File: config.mk
export PLATFORM = sky130hd
export DESIGN_NAME = netlist_bench_lexer
export DESIGN_NICKNAME = d
export VERILOG_FILES = /design/src/sv/nbl_pkg.sv /design/src/sv/netlist_bench_lexer.sv /design/src/sv/nbl_core.sv /design/src/sv/nbl_res_fifo.sv
export SDC_FILE = /design/constraint.sdc
export NUM_CORES = 1
export LEC_CHECK = 0
export ABC_AREA = 1
export BUFFER_PORTS_ARGS = -buffer_cell sky130_fd_sc_hd__buf_2
export CAP_MARGIN = 5
export CORE_AREA = 2 2 118 120
export DETAILED_ROUTE_END_ITERATION = 12
export DIE_AREA = 0 0 120 122
export MAX_ROUTING_LAYER = met4
export PLACE_DENSITY = 0.54
export SYNTH_ARGS = -nofsm -noshare
export SYNTH_HDL_FRONTEND = slang
export SYNTH_SLANG_ARGS = --single-unit
File: constraint.sdc
create_clock -name i_clk -period 2.85 [get_ports i_clk]
set_input_delay 0.7125 -clock i_clk [delete_from_list [all_inputs] [get_ports i_clk]]
set_output_delay 0.7125 -clock i_clk [all_outputs]
set_load 0.02 [all_outputs]
File: src/sv/nbl_pkg.sv
// Package for the bench netlist lexer: token kinds, lexer modes, keyword tables
// and the structs passed between the lexer core and the result queue.
// Depends on nothing.
package nbl_pkg;

    typedef logic [4:0] t_kind;

    typedef enum logic [1:0] {
        MODE_IDLE    = 2'd0,
        MODE_COMMENT = 2'd1,
        MODE_WORD    = 2'd2
    } t_mode;

    localparam t_kind KIND_EOF    = 5'd0;
    localparam t_kind KIND_EQUAL  = 5'd1;
    localparam t_kind KIND_LPAREN = 5'd2;
    localparam t_kind KIND_RPAREN = 5'd3;
    localparam t_kind KIND_COMMA  = 5'd4;
    localparam t_kind KIND_NAME   = 5'd16;
    localparam t_kind KIND_TEXT   = 5'd17;

    localparam int NUM_KW     = 12;
    localparam int KW_MAX_LEN = 6;

    localparam logic [NUM_KW-1:0] ALIVE_ALL = '1;
    localparam logic [2:0]        LEN_MAX   = 3'd7;

    localparam logic [7:0] CH_SPACE  = 8'h20;
    localparam logic [7:0] CH_TAB    = 8'h09;
    localparam logic [7:0] CH_NL     = 8'h0A;
    localparam logic [7:0] CH_HASH   = 8'h23;
    localparam logic [7:0] CH_EQUAL  = 8'h3D;
    localparam logic [7:0] CH_LPAREN = 8'h28;
    localparam logic [7:0] CH_RPAREN = 8'h29;
    localparam logic [7:0] CH_COMMA  = 8'h2C;

    // Keyword spellings, one character per slot, unused slots zero.
    localparam logic [7:0] KW_TEXT [NUM_KW][KW_MAX_LEN] = '{
        '{"I", "N", "P", "U", "T", 8'h00},
        '{"O", "U", "T", "P", "U", "T"},
        '{"B", "U", "F", "F", 8'h00, 8'h00},
        '{"N", "O", "T", 8'h00, 8'h00, 8'h00},
        '{"I", "N", "V", 8'h00, 8'h00, 8'h00},
        '{"A", "N", "D", 8'h00, 8'h00, 8'h00},
        '{"N", "A", "N", "D", 8'h00, 8'h00},
        '{"O", "R", 8'h00, 8'h00, 8'h00, 8'h00},
        '{"N", "O", "R", 8'h00, 8'h00, 8'h00},
        '{"X", "O", "R", 8'h00, 8'h00, 8'h00},
        '{"X", "N", "O", "R", 8'h00, 8'h00},
        '{"D", "F", "F", 8'h00, 8'h00, 8'h00}
    };

    localparam logic [2:0] KW_LEN [NUM_KW] = '{
        3'd5, 3'd6, 3'd4, 3'd3, 3'd3, 3'd3, 3'd4, 3'd2, 3'd3, 3'd3, 3'd4, 3'd3
    };

    // INV shares the NOT token.
    localparam t_kind KW_KIND [NUM_KW] = '{
        5'd5, 5'd6, 5'd7, 5'd8, 5'd8, 5'd9, 5'd10, 5'd11, 5'd12, 5'd13, 5'd14, 5'd15
    };

    typedef struct packed {
        t_kind      kind;
        logic [7:0] text;
        logic       last;
    } t_result;

    // Up to two results produced by one accepted character.
    typedef struct packed {
        logic [1:0] count;
        t_result    r0;
        t_result    r1;
    } t_push;

    function automatic t_kind punct_kind(input logic [7:0] c);
        t_kind k;
        case (c)
            CH_EQUAL:  k = KIND_EQUAL;
            CH_LPAREN: k = KIND_LPAREN;
            CH_RPAREN: k = KIND_RPAREN;
            CH_COMMA:  k = KIND_COMMA;
            default:   k = KIND_EOF;
        endcase
        return k;
    endfunction

    function automatic logic is_space(input logic [7:0] c);
        return (c == CH_SPACE) || (c == CH_TAB) || (c == CH_NL);
    endfunction

endpackage

File: src/sv/netlist_bench_lexer.sv
// Top level of the bench netlist lexer: lexer core feeding a result queue.
// Depends on nbl_pkg, nbl_core and nbl_res_fifo.
//
//  channel  | dir | tdata           | tuser            | tlast
//  ---------+-----+-----------------+------------------+-------------
//  s (in)   | in  | [7:0] char_in   | -                | at_end
//  m (out)  | out | [7:0] text_byte | [4:0] token_kind | last_of_run
//
// Each character is lexed in the cycle it is accepted; its one or two results
// enter the result queue and reach the master side from the next cycle on.
// The slave side takes one request per cycle while the queue has room for two
// results; results leave one per cycle, so two-result characters back to back
// are bounded by the master side. Reset (synchronous, active low) empties the
// queue and puts the lexer between tokens; a stalled master side fills the queue.
module netlist_bench_lexer #(
    parameter int P_FIFO_DEPTH = 4
) (
    input  logic        i_clk,
    input  logic        i_rst_n,
    input  logic        i_tvalid,
    output logic        o_tready,
    input  logic [7:0]  i_tdata,   // [7:0] char_in
    input  logic        i_tlast,   // at_end
    output logic        o_tvalid,
    input  logic        i_tready,
    output logic [7:0]  o_tdata,   // [7:0] text_byte
    output logic [4:0]  o_tuser,   // [4:0] token_kind
    output logic        o_tlast    // last_of_run
);

    logic             in_accept;
    logic             out_pop;
    logic             fifo_room;
    nbl_pkg::t_push   push;
    nbl_pkg::t_result head;

    assign o_tready  = fifo_room;
    assign in_accept = i_tvalid && fifo_room;
    assign out_pop   = o_tvalid && i_tready;

    nbl_core u_core (
        .i_clk    (i_clk),
        .i_rst_n  (i_rst_n),
        .i_accept (in_accept),
        .i_char   (i_tdata),
        .i_end    (i_tlast),
        .o_push   (push)
    );

    nbl_res_fifo #(
        .P_DEPTH (P_FIFO_DEPTH)
    ) u_fifo (
        .i_clk   (i_clk),
        .i_rst_n (i_rst_n),
        .i_push  (push),
        .i_pop   (out_pop),
        .o_head  (head),
        .o_valid (o_tvalid),
        .o_room  (fifo_room)
    );

    assign o_tdata = head.text;
    assign o_tuser = head.kind;
    assign o_tlast = head.last;

`ifndef NO_ASSERTIONS
    a_text_only_on_char: assert property (@(posedge i_clk) disable iff (!i_rst_n)
        (o_tvalid && (o_tuser != nbl_pkg::KIND_TEXT)) |-> (o_tdata == 8'h00))
        else $error("text byte set on a token that is not a word character");
    a_kind_range: assert property (@(posedge i_clk) disable iff (!i_rst_n)
        o_tvalid |-> (o_tuser <= nbl_pkg::KIND_TEXT))
        else $error("token kind out of range");
    a_eof_last: assert property (@(posedge i_clk) disable iff (!i_rst_n)
        (o_tvalid && (o_tuser == nbl_pkg::KIND_EOF)) |-> o_tlast)
        else $error("end-of-file token not marked last");
`endif

endmodule

File: src/sv/nbl_core.sv
// Lexer core: mode, keyword prefix mask and word length, and the results
// produced by each accepted character. Depends on nbl_pkg.
module nbl_core (
    input  logic           i_clk,
    input  logic           i_rst_n,
    input  logic           i_accept,
    input  logic [7:0]     i_char,
    input  logic           i_end,
    output nbl_pkg::t_push o_push
);

    nbl_pkg::t_mode            r_mode,  n_mode;
    logic [nbl_pkg::NUM_KW-1:0] r_alive, n_alive;
    logic [2:0]                r_len,   n_len;

    logic [nbl_pkg::NUM_KW-1:0] base_alive, add_alive;
    logic [2:0]                base_len,   add_len;
    nbl_pkg::t_kind            close_kind;
    nbl_pkg::t_kind            p_kind;
    logic                      is_punct;
    logic                      is_delim;
    nbl_pkg::t_push            push;

    always_ff @(posedge i_clk) begin
        if (!i_rst_n) begin
            r_mode  <= nbl_pkg::MODE_IDLE;
            r_alive <= nbl_pkg::ALIVE_ALL;
            r_len   <= '0;
        end else if (i_accept) begin
            r_mode  <= n_mode;
            r_alive <= n_alive;
            r_len   <= n_len;
        end
    end

    // Keyword mask after one more word character; a new word starts fresh.
    always_comb begin
        base_alive = (r_mode == nbl_pkg::MODE_WORD) ? r_alive : nbl_pkg::ALIVE_ALL;
        base_len   = (r_mode == nbl_pkg::MODE_WORD) ? r_len : 3'd0;
        add_alive  = base_alive;
        for (int k = 0; k < nbl_pkg::NUM_KW; k++) begin
            if (base_len >= nbl_pkg::KW_LEN[k]) begin
                add_alive[k] = 1'b0;
            end else if (nbl_pkg::KW_TEXT[k][base_len] != i_char) begin
                add_alive[k] = 1'b0;
            end
        end
        add_len = (base_len == nbl_pkg::LEN_MAX) ? base_len : base_len + 3'd1;
    end

    // Closing token: the lowest keyword still alive whose length matches.
    always_comb begin
        close_kind = nbl_pkg::KIND_NAME;
        for (int k = nbl_pkg::NUM_KW - 1; k >= 0; k--) begin
            if (r_alive[k] && (r_len == nbl_pkg::KW_LEN[k])) begin
                close_kind = nbl_pkg::KW_KIND[k];
            end
        end
    end

    always_comb begin
        p_kind   = nbl_pkg::punct_kind(i_char);
        is_punct = (p_kind != nbl_pkg::KIND_EOF);
        is_delim = is_punct || nbl_pkg::is_space(i_char) || (i_char == nbl_pkg::CH_HASH);
    end

    // Next state.
    always_comb begin
        n_mode  = r_mode;
        n_alive = r_alive;
        n_len   = r_len;
        if (i_end) begin
            n_mode  = nbl_pkg::MODE_IDLE;
            n_alive = nbl_pkg::ALIVE_ALL;
            n_len   = '0;
        end else begin
            unique case (r_mode)
                nbl_pkg::MODE_COMMENT: begin
                    if (i_char == nbl_pkg::CH_NL) begin
                        n_mode = nbl_pkg::MODE_IDLE;
                    end
                end
                nbl_pkg::MODE_WORD: begin
                    if (is_delim) begin
                        n_alive = nbl_pkg::ALIVE_ALL;
                        n_len   = '0;
                        n_mode  = (i_char == nbl_pkg::CH_HASH) ? nbl_pkg::MODE_COMMENT
                                                               : nbl_pkg::MODE_IDLE;
                    end else begin
                        n_alive = add_alive;
                        n_len   = add_len;
                    end
                end
                default: begin
                    n_mode = nbl_pkg::MODE_IDLE;
                    if (nbl_pkg::is_space(i_char)) begin
                        n_mode = nbl_pkg::MODE_IDLE;
                    end else if (i_char == nbl_pkg::CH_HASH) begin
                        n_mode = nbl_pkg::MODE_COMMENT;
                    end else if (!is_punct) begin
                        n_alive = add_alive;
                        n_len   = add_len;
                        n_mode  = nbl_pkg::MODE_WORD;
                    end
                end
            endcase
        end
    end

    // Results of the accepted character.
    always_comb begin
        push = '0;
        if (i_end) begin
            if (r_mode == nbl_pkg::MODE_WORD) begin
                push.count = 2'd2;
                push.r0    = '{kind: close_kind, text: 8'h00, last: 1'b0};
                push.r1    = '{kind: nbl_pkg::KIND_EOF, text: 8'h00, last: 1'b1};
            end else begin
                push.count = 2'd1;
                push.r0    = '{kind: nbl_pkg::KIND_EOF, text: 8'h00, last: 1'b1};
            end
        end else begin
            unique case (r_mode)
                nbl_pkg::MODE_COMMENT: begin
                    push = '0;
                end
                nbl_pkg::MODE_WORD: begin
                    if (is_delim) begin
                        if (is_punct) begin
                            push.count = 2'd2;
                            push.r0    = '{kind: close_kind, text: 8'h00, last: 1'b0};
                            push.r1    = '{kind: p_kind, text: 8'h00, last: 1'b1};
                        end else begin
                            push.count = 2'd1;
                            push.r0    = '{kind: close_kind, text: 8'h00, last: 1'b1};
                        end
                    end else begin
                        push.count = 2'd1;
                        push.r0    = '{kind: nbl_pkg::KIND_TEXT, text: i_char, last: 1'b1};
                    end
                end
                default: begin
                    if (nbl_pkg::is_space(i_char) || (i_char == nbl_pkg::CH_HASH)) begin
                        push = '0;
                    end else if (is_punct) begin
                        push.count = 2'd1;
                        push.r0    = '{kind: p_kind, text: 8'h00, last: 1'b1};
                    end else begin
                        push.count = 2'd1;
                        push.r0    = '{kind: nbl_pkg::KIND_TEXT, text: i_char, last: 1'b1};
                    end
                end
            endcase
        end
        if (!i_accept) begin
            push.count = 2'd0;
        end
    end

    assign o_push = push;

`ifndef NO_ASSERTIONS
    a_end_clears: assert property (@(posedge i_clk) disable iff (!i_rst_n)
        (i_accept && i_end) |=> (r_mode == nbl_pkg::MODE_IDLE) && (r_len == 3'd0)
                                && (r_alive == nbl_pkg::ALIVE_ALL))
        else $error("end marker did not return the lexer to idle");
    a_idle_fresh: assert property (@(posedge i_clk) disable iff (!i_rst_n)
        (r_mode != nbl_pkg::MODE_WORD) |-> (r_len == 3'd0) && (r_alive == nbl_pkg::ALIVE_ALL))
        else $error("word state left over outside a word");
    a_last_flag: assert property (@(posedge i_clk) disable iff (!i_rst_n)
        (o_push.count == 2'd2) |-> (!o_push.r0.last && o_push.r1.last))
        else $error("last flag misplaced on a two-result request");
    a_count_range: assert property (@(posedge i_clk) disable iff (!i_rst_n)
        (o_push.count != 2'd3) && ((o_push.count == 2'd0) || i_accept))
        else $error("result count without an accepted character");
`endif

endmodule

File: src/sv/nbl_res_fifo.sv
// Result queue: takes up to two results per cycle from the lexer core and
// hands them out one per cycle as they are taken. Depends on nbl_pkg.
module nbl_res_fifo #(
    parameter int P_DEPTH = 4
) (
    input  logic             i_clk,
    input  logic             i_rst_n,
    input  nbl_pkg::t_push   i_push,
    input  logic             i_pop,
    output nbl_pkg::t_result o_head,
    output logic             o_valid,
    output logic             o_room
);

    localparam int PTR_W = (P_DEPTH > 1) ? $clog2(P_DEPTH) : 1;
    localparam int CNT_W = $clog2(P_DEPTH + 1);
    localparam logic [PTR_W-1:0] PTR_LAST = PTR_W'(P_DEPTH - 1);
    localparam logic [CNT_W-1:0] CNT_ROOM = CNT_W'(P_DEPTH - 2);

    nbl_pkg::t_result mem [P_DEPTH];

    logic [PTR_W-1:0] r_wr_ptr, n_wr_ptr;
    logic [PTR_W-1:0] r_rd_ptr, n_rd_ptr;
    logic [CNT_W-1:0] r_count,  n_count;
    logic [PTR_W-1:0] wr_ptr1;

    function automatic logic [PTR_W-1:0] ptr_inc(input logic [PTR_W-1:0] p);
        return (p == PTR_LAST) ? '0 : p + PTR_W'(1);
    endfunction

    always_comb begin
        wr_ptr1  = ptr_inc(r_wr_ptr);
        n_wr_ptr = r_wr_ptr;
        if (i_push.count == 2'd1) begin
            n_wr_ptr = wr_ptr1;
        end else if (i_push.count == 2'd2) begin
            n_wr_ptr = ptr_inc(wr_ptr1);
        end
        n_rd_ptr = i_pop ? ptr_inc(r_rd_ptr) : r_rd_ptr;
        n_count  = r_count + CNT_W'(i_push.count) - CNT_W'(i_pop);
    end

    always_ff @(posedge i_clk) begin
        if (!i_rst_n) begin
            r_wr_ptr <= '0;
            r_rd_ptr <= '0;
            r_count  <= '0;
        end else begin
            r_wr_ptr <= n_wr_ptr;
            r_rd_ptr <= n_rd_ptr;
            r_count  <= n_count;
        end
    end

    always_ff @(posedge i_clk) begin
        if (i_push.count != 2'd0) begin
            mem[r_wr_ptr] <= i_push.r0;
        end
        if (i_push.count == 2'd2) begin
            mem[wr_ptr1] <= i_push.r1;
        end
    end

    assign o_head  = mem[r_rd_ptr];
    assign o_valid = (r_count != '0);
    assign o_room  = (r_count <= CNT_ROOM);

`ifndef NO_ASSERTIONS
    a_no_overflow: assert property (@(posedge i_clk) disable iff (!i_rst_n)
        r_count <= CNT_W'(P_DEPTH))
        else $error("result queue overflow");
    a_push_room: assert property (@(posedge i_clk) disable iff (!i_rst_n)
        (i_push.count != 2'd0) |-> o_room)
        else $error("results written without room for two");
    a_pop_valid: assert property (@(posedge i_clk) disable iff (!i_rst_n)
        i_pop |-> o_valid)
        else $error("result read from an empty queue");
`endif

endmodule

==> impl_results.md, run 1 <==
- Routed wire per std cell: 15.3 µm
- Die height: 122 µm
- Number of H-tree levels: 3
- Core area: 13500 µm²
- Reg area: ~1800 µm²
- Share of cells above drive strength 1: between 10% and 20%
- Sequential share of the synthesized area: 34.7%
- Chip width: between 100 and 150 µm
- DP Wirelength: about 12000 µm
- CP Class: flip-flop to output pin
- Synth Register Bits: 82
- Clock Sink Count: a little over 80
- Nets: just under 900
- Fin. Hold Viols: 0
- Vias in the first global route: 5245
- Maximum vdd drop: 0.358 mV
- Max-slew violations: 0
- Critical Path End Type: output pin
- Count of cell types in the netlist: 37
- Placed insts: 1027
- Critical Path Start Type: flip-flop
- Avg Cell Area, Syn: 6.72 µm²
- Comb pwr share: between 40% and 50%
- Cell Chain, Critical Path: clkinv_1 -> buf_4 -> o21ai_0 -> o22ai_1 -> buf_2
- # setup viols final: 0
- Largest net degree at the start of global routing: 29
- Initial Util: roughly 38%
- P per Cell Area: 762 nW/µm²
- Worst EP arrival: 1.94 ns
- DIE AREA: 14600 µm²
- Yosys top cell area share: 25.4%
- Share of power burned in registers: 35.9%
- Status: completed
- Post-route DRC: 0
- Slew HR: 55.8%
- Clock slew at reported path FFs: 0.06 ns
- Cells after Synth: 774
- Measured slew at the worst slew-check pin: 0.657 ns
- Synth area leader: dfxtp_1
- Drt first pass iters: 7
- Clock period minus worst slack: 2.65 ns
- Final cell count without fillers: roughly 1.0k
- Main synth FF type: dfxtp_1
- Hold Crit Class: flip-flop to flip-flop
- Global route overflow: 0
- Worst path max stage delay: around 0.37 ns
- Clock Power Share: 23.1%
- Top cells by area, synth: dfxtp_1, nand2_1, edfxtp_1
- Layout area overhead: 20.8%
- CP top delay family: buffers and inverters
- Std cell rows: 43
- Initial antenna violation count: 0
- Maxcap violations: 0
- Post-synth ARST share: 0%
- CP required: 2.14 ns
- Antenna diode count: 0
- Syn Std Cell Area: 5200 µm²
- Most frequent cells in the layout: nand2_1, o21ai_0, nor2_1
- Fmax: 377 MHz
- Syn Nets: 809
- Crit share post-route: 93.0%
- Clk_lat worst skew: 0.34 ns
- Number of synthesized flops with an enable pin: 16
- First-pass GRT wire length: around 26000 µm
- Setup repair after global routing missed its margin: false
- DR iter-0 viols: between 400 and 500
- Sw frac: 40.7%
- Routability cong.: ~0.9
- Postcts setup bufs: 0
- CTS tree: yes
- Vias per inst: 5.12
- Lkg Pwr: 3.01 nW
- FILL cells: between 1k and 1.5k
- IO Port Bufs: 28
- WL final: roughly 16000 µm
- Final ANT Viol Nets: 0
- Slowest cell on the critical path: clkinv_1
- Sw power: 0.00195 W
- Internal: about 0.0028 W
- Root buffer cell: clkbuf_16
- Critical Path Fanout Max: 16
- CTS max path bufs: 2
- Setup Skew: 0.00856 ns
- Vias: around 5.3k
- Buf+Inv Stages, Crit Path: 3
- CTS Buf Count: 9
- Commonest non-fill, non-tap cell in the layout: nand2_1
- Multi-input gate area: 2970 µm²
- Total GRT Usage: about 23%
- Boundary pin count: 29
- Pwr Total: 0.00479 W
- Yosys warns: 0
[power by group through the flow]
stage | Combinational, W | Sequential (W) | Clock (W)
finish | 0.00196 | 0.00172 | 0.00111
global route | 0.00221 | 0.00176 | 0.00119
CTS | 0.00197 | 0.00172 | 0.00112
detailed placement | 0.00195 | 0.00174 | 0
global placement | 0.00193 | 0.00173 | 0
floorplan | 0.00134 | 0.00166 | 0
[layout make-up]
type | instances | area share [%]
timing repair buffer | 100 | 11.4
sequential | 82 | 28.7
inverter | 74 | 4.54
clock inverter | 6 | 0.657
tap | 180 | 3.58
multi-input combinational | 591 | 47.3
clock buffer | 10 | 3.80
[worst register-to-register path, cell delays in order, from the launching register on]
cell and delay [ns]:
dfxtp_1 0.33, inv_1 0.06, ha_1 0.34, nand2_1 0.13
buf_4 0.17, ha_1 0.30, nand2_1 0.15, xor2_1 0.31
nand2_1 0.09, nor3_1 0.21, nand3_1 0.15, nand2_1 0.09
nand2_1 0.05, nand3_1 0.07
[layer usage]
layer	part of all wire, %	GRT usage, %	vias up
met4	2.2	6.99	0
met2	49	40.1	121
met1	45	27.7	2487
met5	0	-	-
met3	3.8	4.07	23
li1	-	-	2710
[worst paths after layout]
path	start	end	slack (ns)	cells after the start
worst max register to register	u_core.r_mode[0]$_SDFFE_PN0P_	u_core.r_alive[9]$_SDFFE_PN1P_	0.35	13
worst min register to register	u_fifo.mem[2][12]$_SDFFE_PP0N_	u_fifo.mem[2][12]$_SDFFE_PP0N_	0.45	2
worst min-delay path	u_fifo.mem[2][12]$_SDFFE_PP0N_	u_fifo.mem[2][12]$_SDFFE_PP0N_	0.45	2
worst max-delay path	flip-flop	o_tlast	0.20	5
[flip-flops by register name, indices dropped and copies added (netlist names), named ones only]
name / count
u_core.r_alive: 12
u_core.r_len: 3
u_core.r_mode: 2
u_fifo.mem: 56
u_fifo.r_count: 3
u_fifo.r_rd_ptr: 2
u_fifo.r_wr_ptr: 2
[what timing repair did]
item,4_1_cts,5_1_grt
setup endpoints to repair,0,5
hold buffers,0,0
gates resized for setup,0,1
[cell families (layout without fill, tap and decap cells)]
| family | count (synthesis) | count (layout) | share of synthesized area, % |
|---|---|---|---|
| xor+xnor | 19 | 19 | 3.20 |
| flops | 82 | 82 | 34.7 |
| fa+ha+maj | 22 | 22 | 5.44 |
| buf+inv | 101 | 190 | 8.45 |
| simple gates | 413 | 413 | 33.6 |
| compound gates | 137 | 137 | 14.6 |
[Yosys cell counts, types with 4 or more instances]
master and instances:
a21oi_1 14, buf_4 5, buf_6 4, clkbuf_1 15, clkinv_1 4, dfxtp_1 66
edfxtp_1 16, ha_1 21, inv_1 62, inv_2 5, nand2_1 220, nand2_2 7
nand3_1 65, nand4_1 7, nor2_1 91, nor2_4 4, nor3_1 12, o21ai_0 92
o22ai_1 17, xor2_1 19
[metrics by stage]
stage	hold slack, ns	worst slack [ns]	utilization, %	setup TNS [ns]	cell area [µm²]
floorplan	0.421	-0.0407	-	-0.0407	5210
global placement	0.435	-0.0504	44.4	-0.0504	6000
detailed placement	0.433	-0.142	44.4	-2.51	6000
CTS	0.451	0.165	46.5	0	6280
global route	0.465	0.0517	46.5	0	6280
finish	0.451	0.199	46.5	0	6280
Power figures use the tool's default switching activity.
==> inputs of run 2 (changes only) <==
--- a/config.mk
+++ b/config.mk
@@ -6,13 +6,14 @@
 export NUM_CORES = 1
 export LEC_CHECK = 0
 export ABC_AREA = 1
-export BUFFER_PORTS_ARGS = -buffer_cell sky130_fd_sc_hd__buf_2
 export CAP_MARGIN = 5
 export CORE_AREA = 2 2 118 120
 export DETAILED_ROUTE_END_ITERATION = 12
 export DIE_AREA = 0 0 120 122
+export DONT_BUFFER_PORTS = 1
 export MAX_ROUTING_LAYER = met4
-export PLACE_DENSITY = 0.54
+export PLACE_DENSITY = 0.52
 export SYNTH_ARGS = -nofsm -noshare
 export SYNTH_HDL_FRONTEND = slang
 export SYNTH_SLANG_ARGS = --single-unit
+export TNS_END_PERCENT = 30
==> run 2 against run 1 <==
Compared with the run above: clock-buffer cell count up 1; sequential power is essentially flat; utilization shrank 3.3 points; fmax up 1.8%; non-clock buffer count down 61; hold slack worse by 0.0035 ns; sequential cell count did not move; critical path type unchanged.
==> impl_results.md, run 2 (same netlist as run 1, synthesis figures left out) <==
- FILL cells: 1412 (was 1432)
- Comb pwr share: 38.3% (was 41.0%)
- First-pass GRT wire length: 25600 µm (was 26100 µm)
- DR iter-0 viols: 503 (was 429)
- WL final: 15500 µm (was 16000 µm)
- CTS tree: yes (unchanged)
- CP required: 2.14 ns (about the same)
- Share of power burned in registers: 38.1% (was 35.9%)
- Setup repair after global routing missed its margin: false (unchanged)
- CTS Buf Count: 9 (unchanged)
- Postcts setup bufs: 0 (unchanged)
- Largest net degree at the start of global routing: 29 (unchanged)
- Critical Path End Type: output pin (unchanged)
- Vias per inst: 5.27 (was 5.12)
- Sw power: 0.00188 W (was 0.00195 W)
- Maxcap violations: 0 (unchanged)
- Routed wire per std cell: 15.8 µm (was 15.3 µm)
- CTS max path bufs: 2 (unchanged)
- CP Class: flip-flop to output pin (unchanged)
- DP Wirelength: 11900 µm (was 12400 µm)
- Worst path max stage delay: 0.49 ns (was 0.37 ns)
- P per Cell Area: 776 nW/µm² (was 762 nW/µm²)
- Initial antenna violation count: 0 (unchanged)
- Total GRT Usage: 22.8% (was 23.2%)
- Measured slew at the worst slew-check pin: 0.711 ns (was 0.657 ns)
- Hold Slack: 0.448 ns (was 0.451 ns)
- Clock Sink Count: 82 (unchanged)
- Vias in the first global route: 4970 (was 5245)
- Fin. Hold Viols: 0 (unchanged)
- Clk_lat worst skew: 0.35 ns (was 0.34 ns)
- Antenna diode count: 0 (unchanged)
- Core area: 13500 µm² (unchanged)
- Max-slew violations: 0 (unchanged)
- Vias: 5180 (was 5341)
- Maximum vdd drop: 0.301 mV (was 0.358 mV)
- Lkg Pwr: 2.72 nW (was 3.01 nW)
- TNS Setup: 0 ns (unchanged)
- Registers with the most flip-flops: u_fifo.mem (56), u_core.r_alive (12) (unchanged)
- Layout area overhead: 12.4% (was 20.8%)
- Number of H-tree levels: 3 (unchanged)
- # setup viols final: 0 (unchanged)
- Std cell rows: 43 (unchanged)
- Placed inst area: 5570 µm² (was 6000 µm²)
- Worst EP arrival: 1.89 ns (was 1.94 ns)
- Setup Skew: 0.0107 ns (was 0.00856 ns)
- Die height: 122 µm (unchanged)
- R2R setup slack: 0.32 ns (was 0.35 ns)
- Post-route DRC: 0 (unchanged)
- Critical Path Start Type: flip-flop (unchanged)
- CTS Hold Bufs: 0 (unchanged)
- Buf+Inv Stages, Crit Path: 1 (was 3)
- Crit share post-route: 91.4% (was 93.0%)
- Critical Path Fanout Max: 15 (was 16)
- Cell area after layout: 5840 µm² (was 6280 µm²)
- Core Util, Final: 43.3% (was 46.5%)
- IO Port Bufs: 0 (was 28)
- Max reg flops: 56 (unchanged)
- Fmax: 384 MHz (was 377 MHz)
- Drt first pass iters: 5 (was 7)
- Clock Power Share: 23.7% (was 23.1%)
- Global route overflow: 0 (unchanged)
- CP top delay family: compound AO/OA/AOI/OAI gates (was buffers and inverters)
- Crit Reg-Reg Startpoint: u_core.r_mode[0]$_SDFFE_PN0P_ (unchanged)
- Internal: 0.00266 W (was 0.00284 W)
- Nets: 832 (was 893)
- Routability cong.: 0.923 (was 0.888)
- Clock period minus worst slack: 2.60 ns (was 2.65 ns)
- Post-CTS sizing: 0 (unchanged)
- Initial Util: 38.5% (unchanged)
- Root buffer cell: clkbuf_16 (unchanged)
- Status: completed (unchanged)
- Commonest non-fill, non-tap cell in the layout: nand2_1 (unchanged)
- Final ANT Viol Nets: 0 (unchanged)
- Slowest cell on the critical path: dfxtp_1 (was clkinv_1)
- DIE AREA: 14600 µm² (unchanged)
- Chip width: 120 µm (unchanged)
- Cell Chain, Critical Path: inv_1 -> o21ai_0 -> o22ai_1 (was clkinv_1 -> buf_4 -> o21ai_0 -> o22ai_1 -> buf_2)
- Boundary pin count: 29 (unchanged)
- Most frequent cells in the layout: nand2_1, o21ai_0, nor2_1 (unchanged)
- Sw frac: 41.4% (was 40.7%)
- Largest register by flop count: u_fifo.mem (unchanged)
- Clock slew at reported path FFs: 0.07 ns (was 0.06 ns)
- Min-delay src: i_rst_n (was u_fifo.mem[2][12]$_SDFFE_PP0N_)
- Share of cells above drive strength 1: 10.3% (was 16.9%)
- Slew HR: 52.6% (was 55.8%)
- Hold Crit Class: input pin to flip-flop (was flip-flop to flip-flop)
==> run 2: changes by cell type in the layout (fill, tap and decap cells not counted), sizes merged <==
cell / change
buf: -61
inv: -1
clkinvlp: -2
clkbuf: +1
clkinv: +2
==> run 2: path summary, 6_finish.rpt <==
kind,to,depth (start not counted)
max reg2reg,u_fifo.mem[2][0]$_DFFE_PP_,13
min reg2reg,u_fifo.mem[2][12]$_SDFFE_PP0N_,2
max,o_tdata[3],3
min,u_core.r_alive[1]$_SDFFE_PN1P_,1
==> run 2: final cells by class <==
cell class | instances | area (µm²) | area share (%)
Timing Repair Buffer | 39 | 293 | 5.01
Sequential cell | 82 | 1800 | 30.8
Inverter | 74 | 289 | 4.95
Multi-Input combinational cell | 591 | 2970 | 50.8
Clock inverter | 5 | 32.5 | 0.557
Clock buffer | 11 | 233 | 3.98
Tap cell | 180 | 225 | 3.86
==> run 2: power groups by stage <==
stage               clock (W)  sequential [W]  combinational [W]
floorplan                   0         0.00166            0.00134
global placement            0         0.00173            0.00172
detailed placement          0         0.00174            0.00174
CTS                   0.00109         0.00172            0.00174
global route          0.00114         0.00177            0.00196
finish                0.00107         0.00173            0.00174
==> run 2: metrics by stage <==
stage / setup slack (ns) / power (W) / instances
after floorplan: -0.0407 / 0.00300 / 774
after global placement: -0.0139 / 0.00345 / 966
after detailed placement: -0.0816 / 0.00348 / 966
after CTS: 0.129 / 0.00455 / 982
after global routing: 0.0720 / 0.00488 / 982
final: 0.246 / 0.00454 / 982
==> run 2: routing by layer <==
| layer | track usage [%] | up-vias | part of all wire, % | routed length (µm) |
|---|---|---|---|---|
| li1 | - | 2577 | - | - |
| met1 | 28.6 | 2413 | 47 | 7230 |
| met2 | 36.8 | 161 | 46 | 7100 |
| met3 | 4.54 | 29 | 5.6 | 865 |
| met4 | 7.87 | 0 | 2.2 | 338 |
| met5 | - | - | 0 | 0 |
==> run 2: worst reg2reg max path, delay by kind of cell (launching register included) <==
| kind | cells | cell delay (ns) |
|---|---|---|
| AO/OA/AOI/OAI | 2 | 0.37 |
| adder cells (fa/ha/maj) | 2 | 0.52 |
| buffers and inverters | 5 | 0.58 |
| flip-flops | 1 | 0.35 |
| AND/OR/NAND/NOR | 4 | 0.46 |
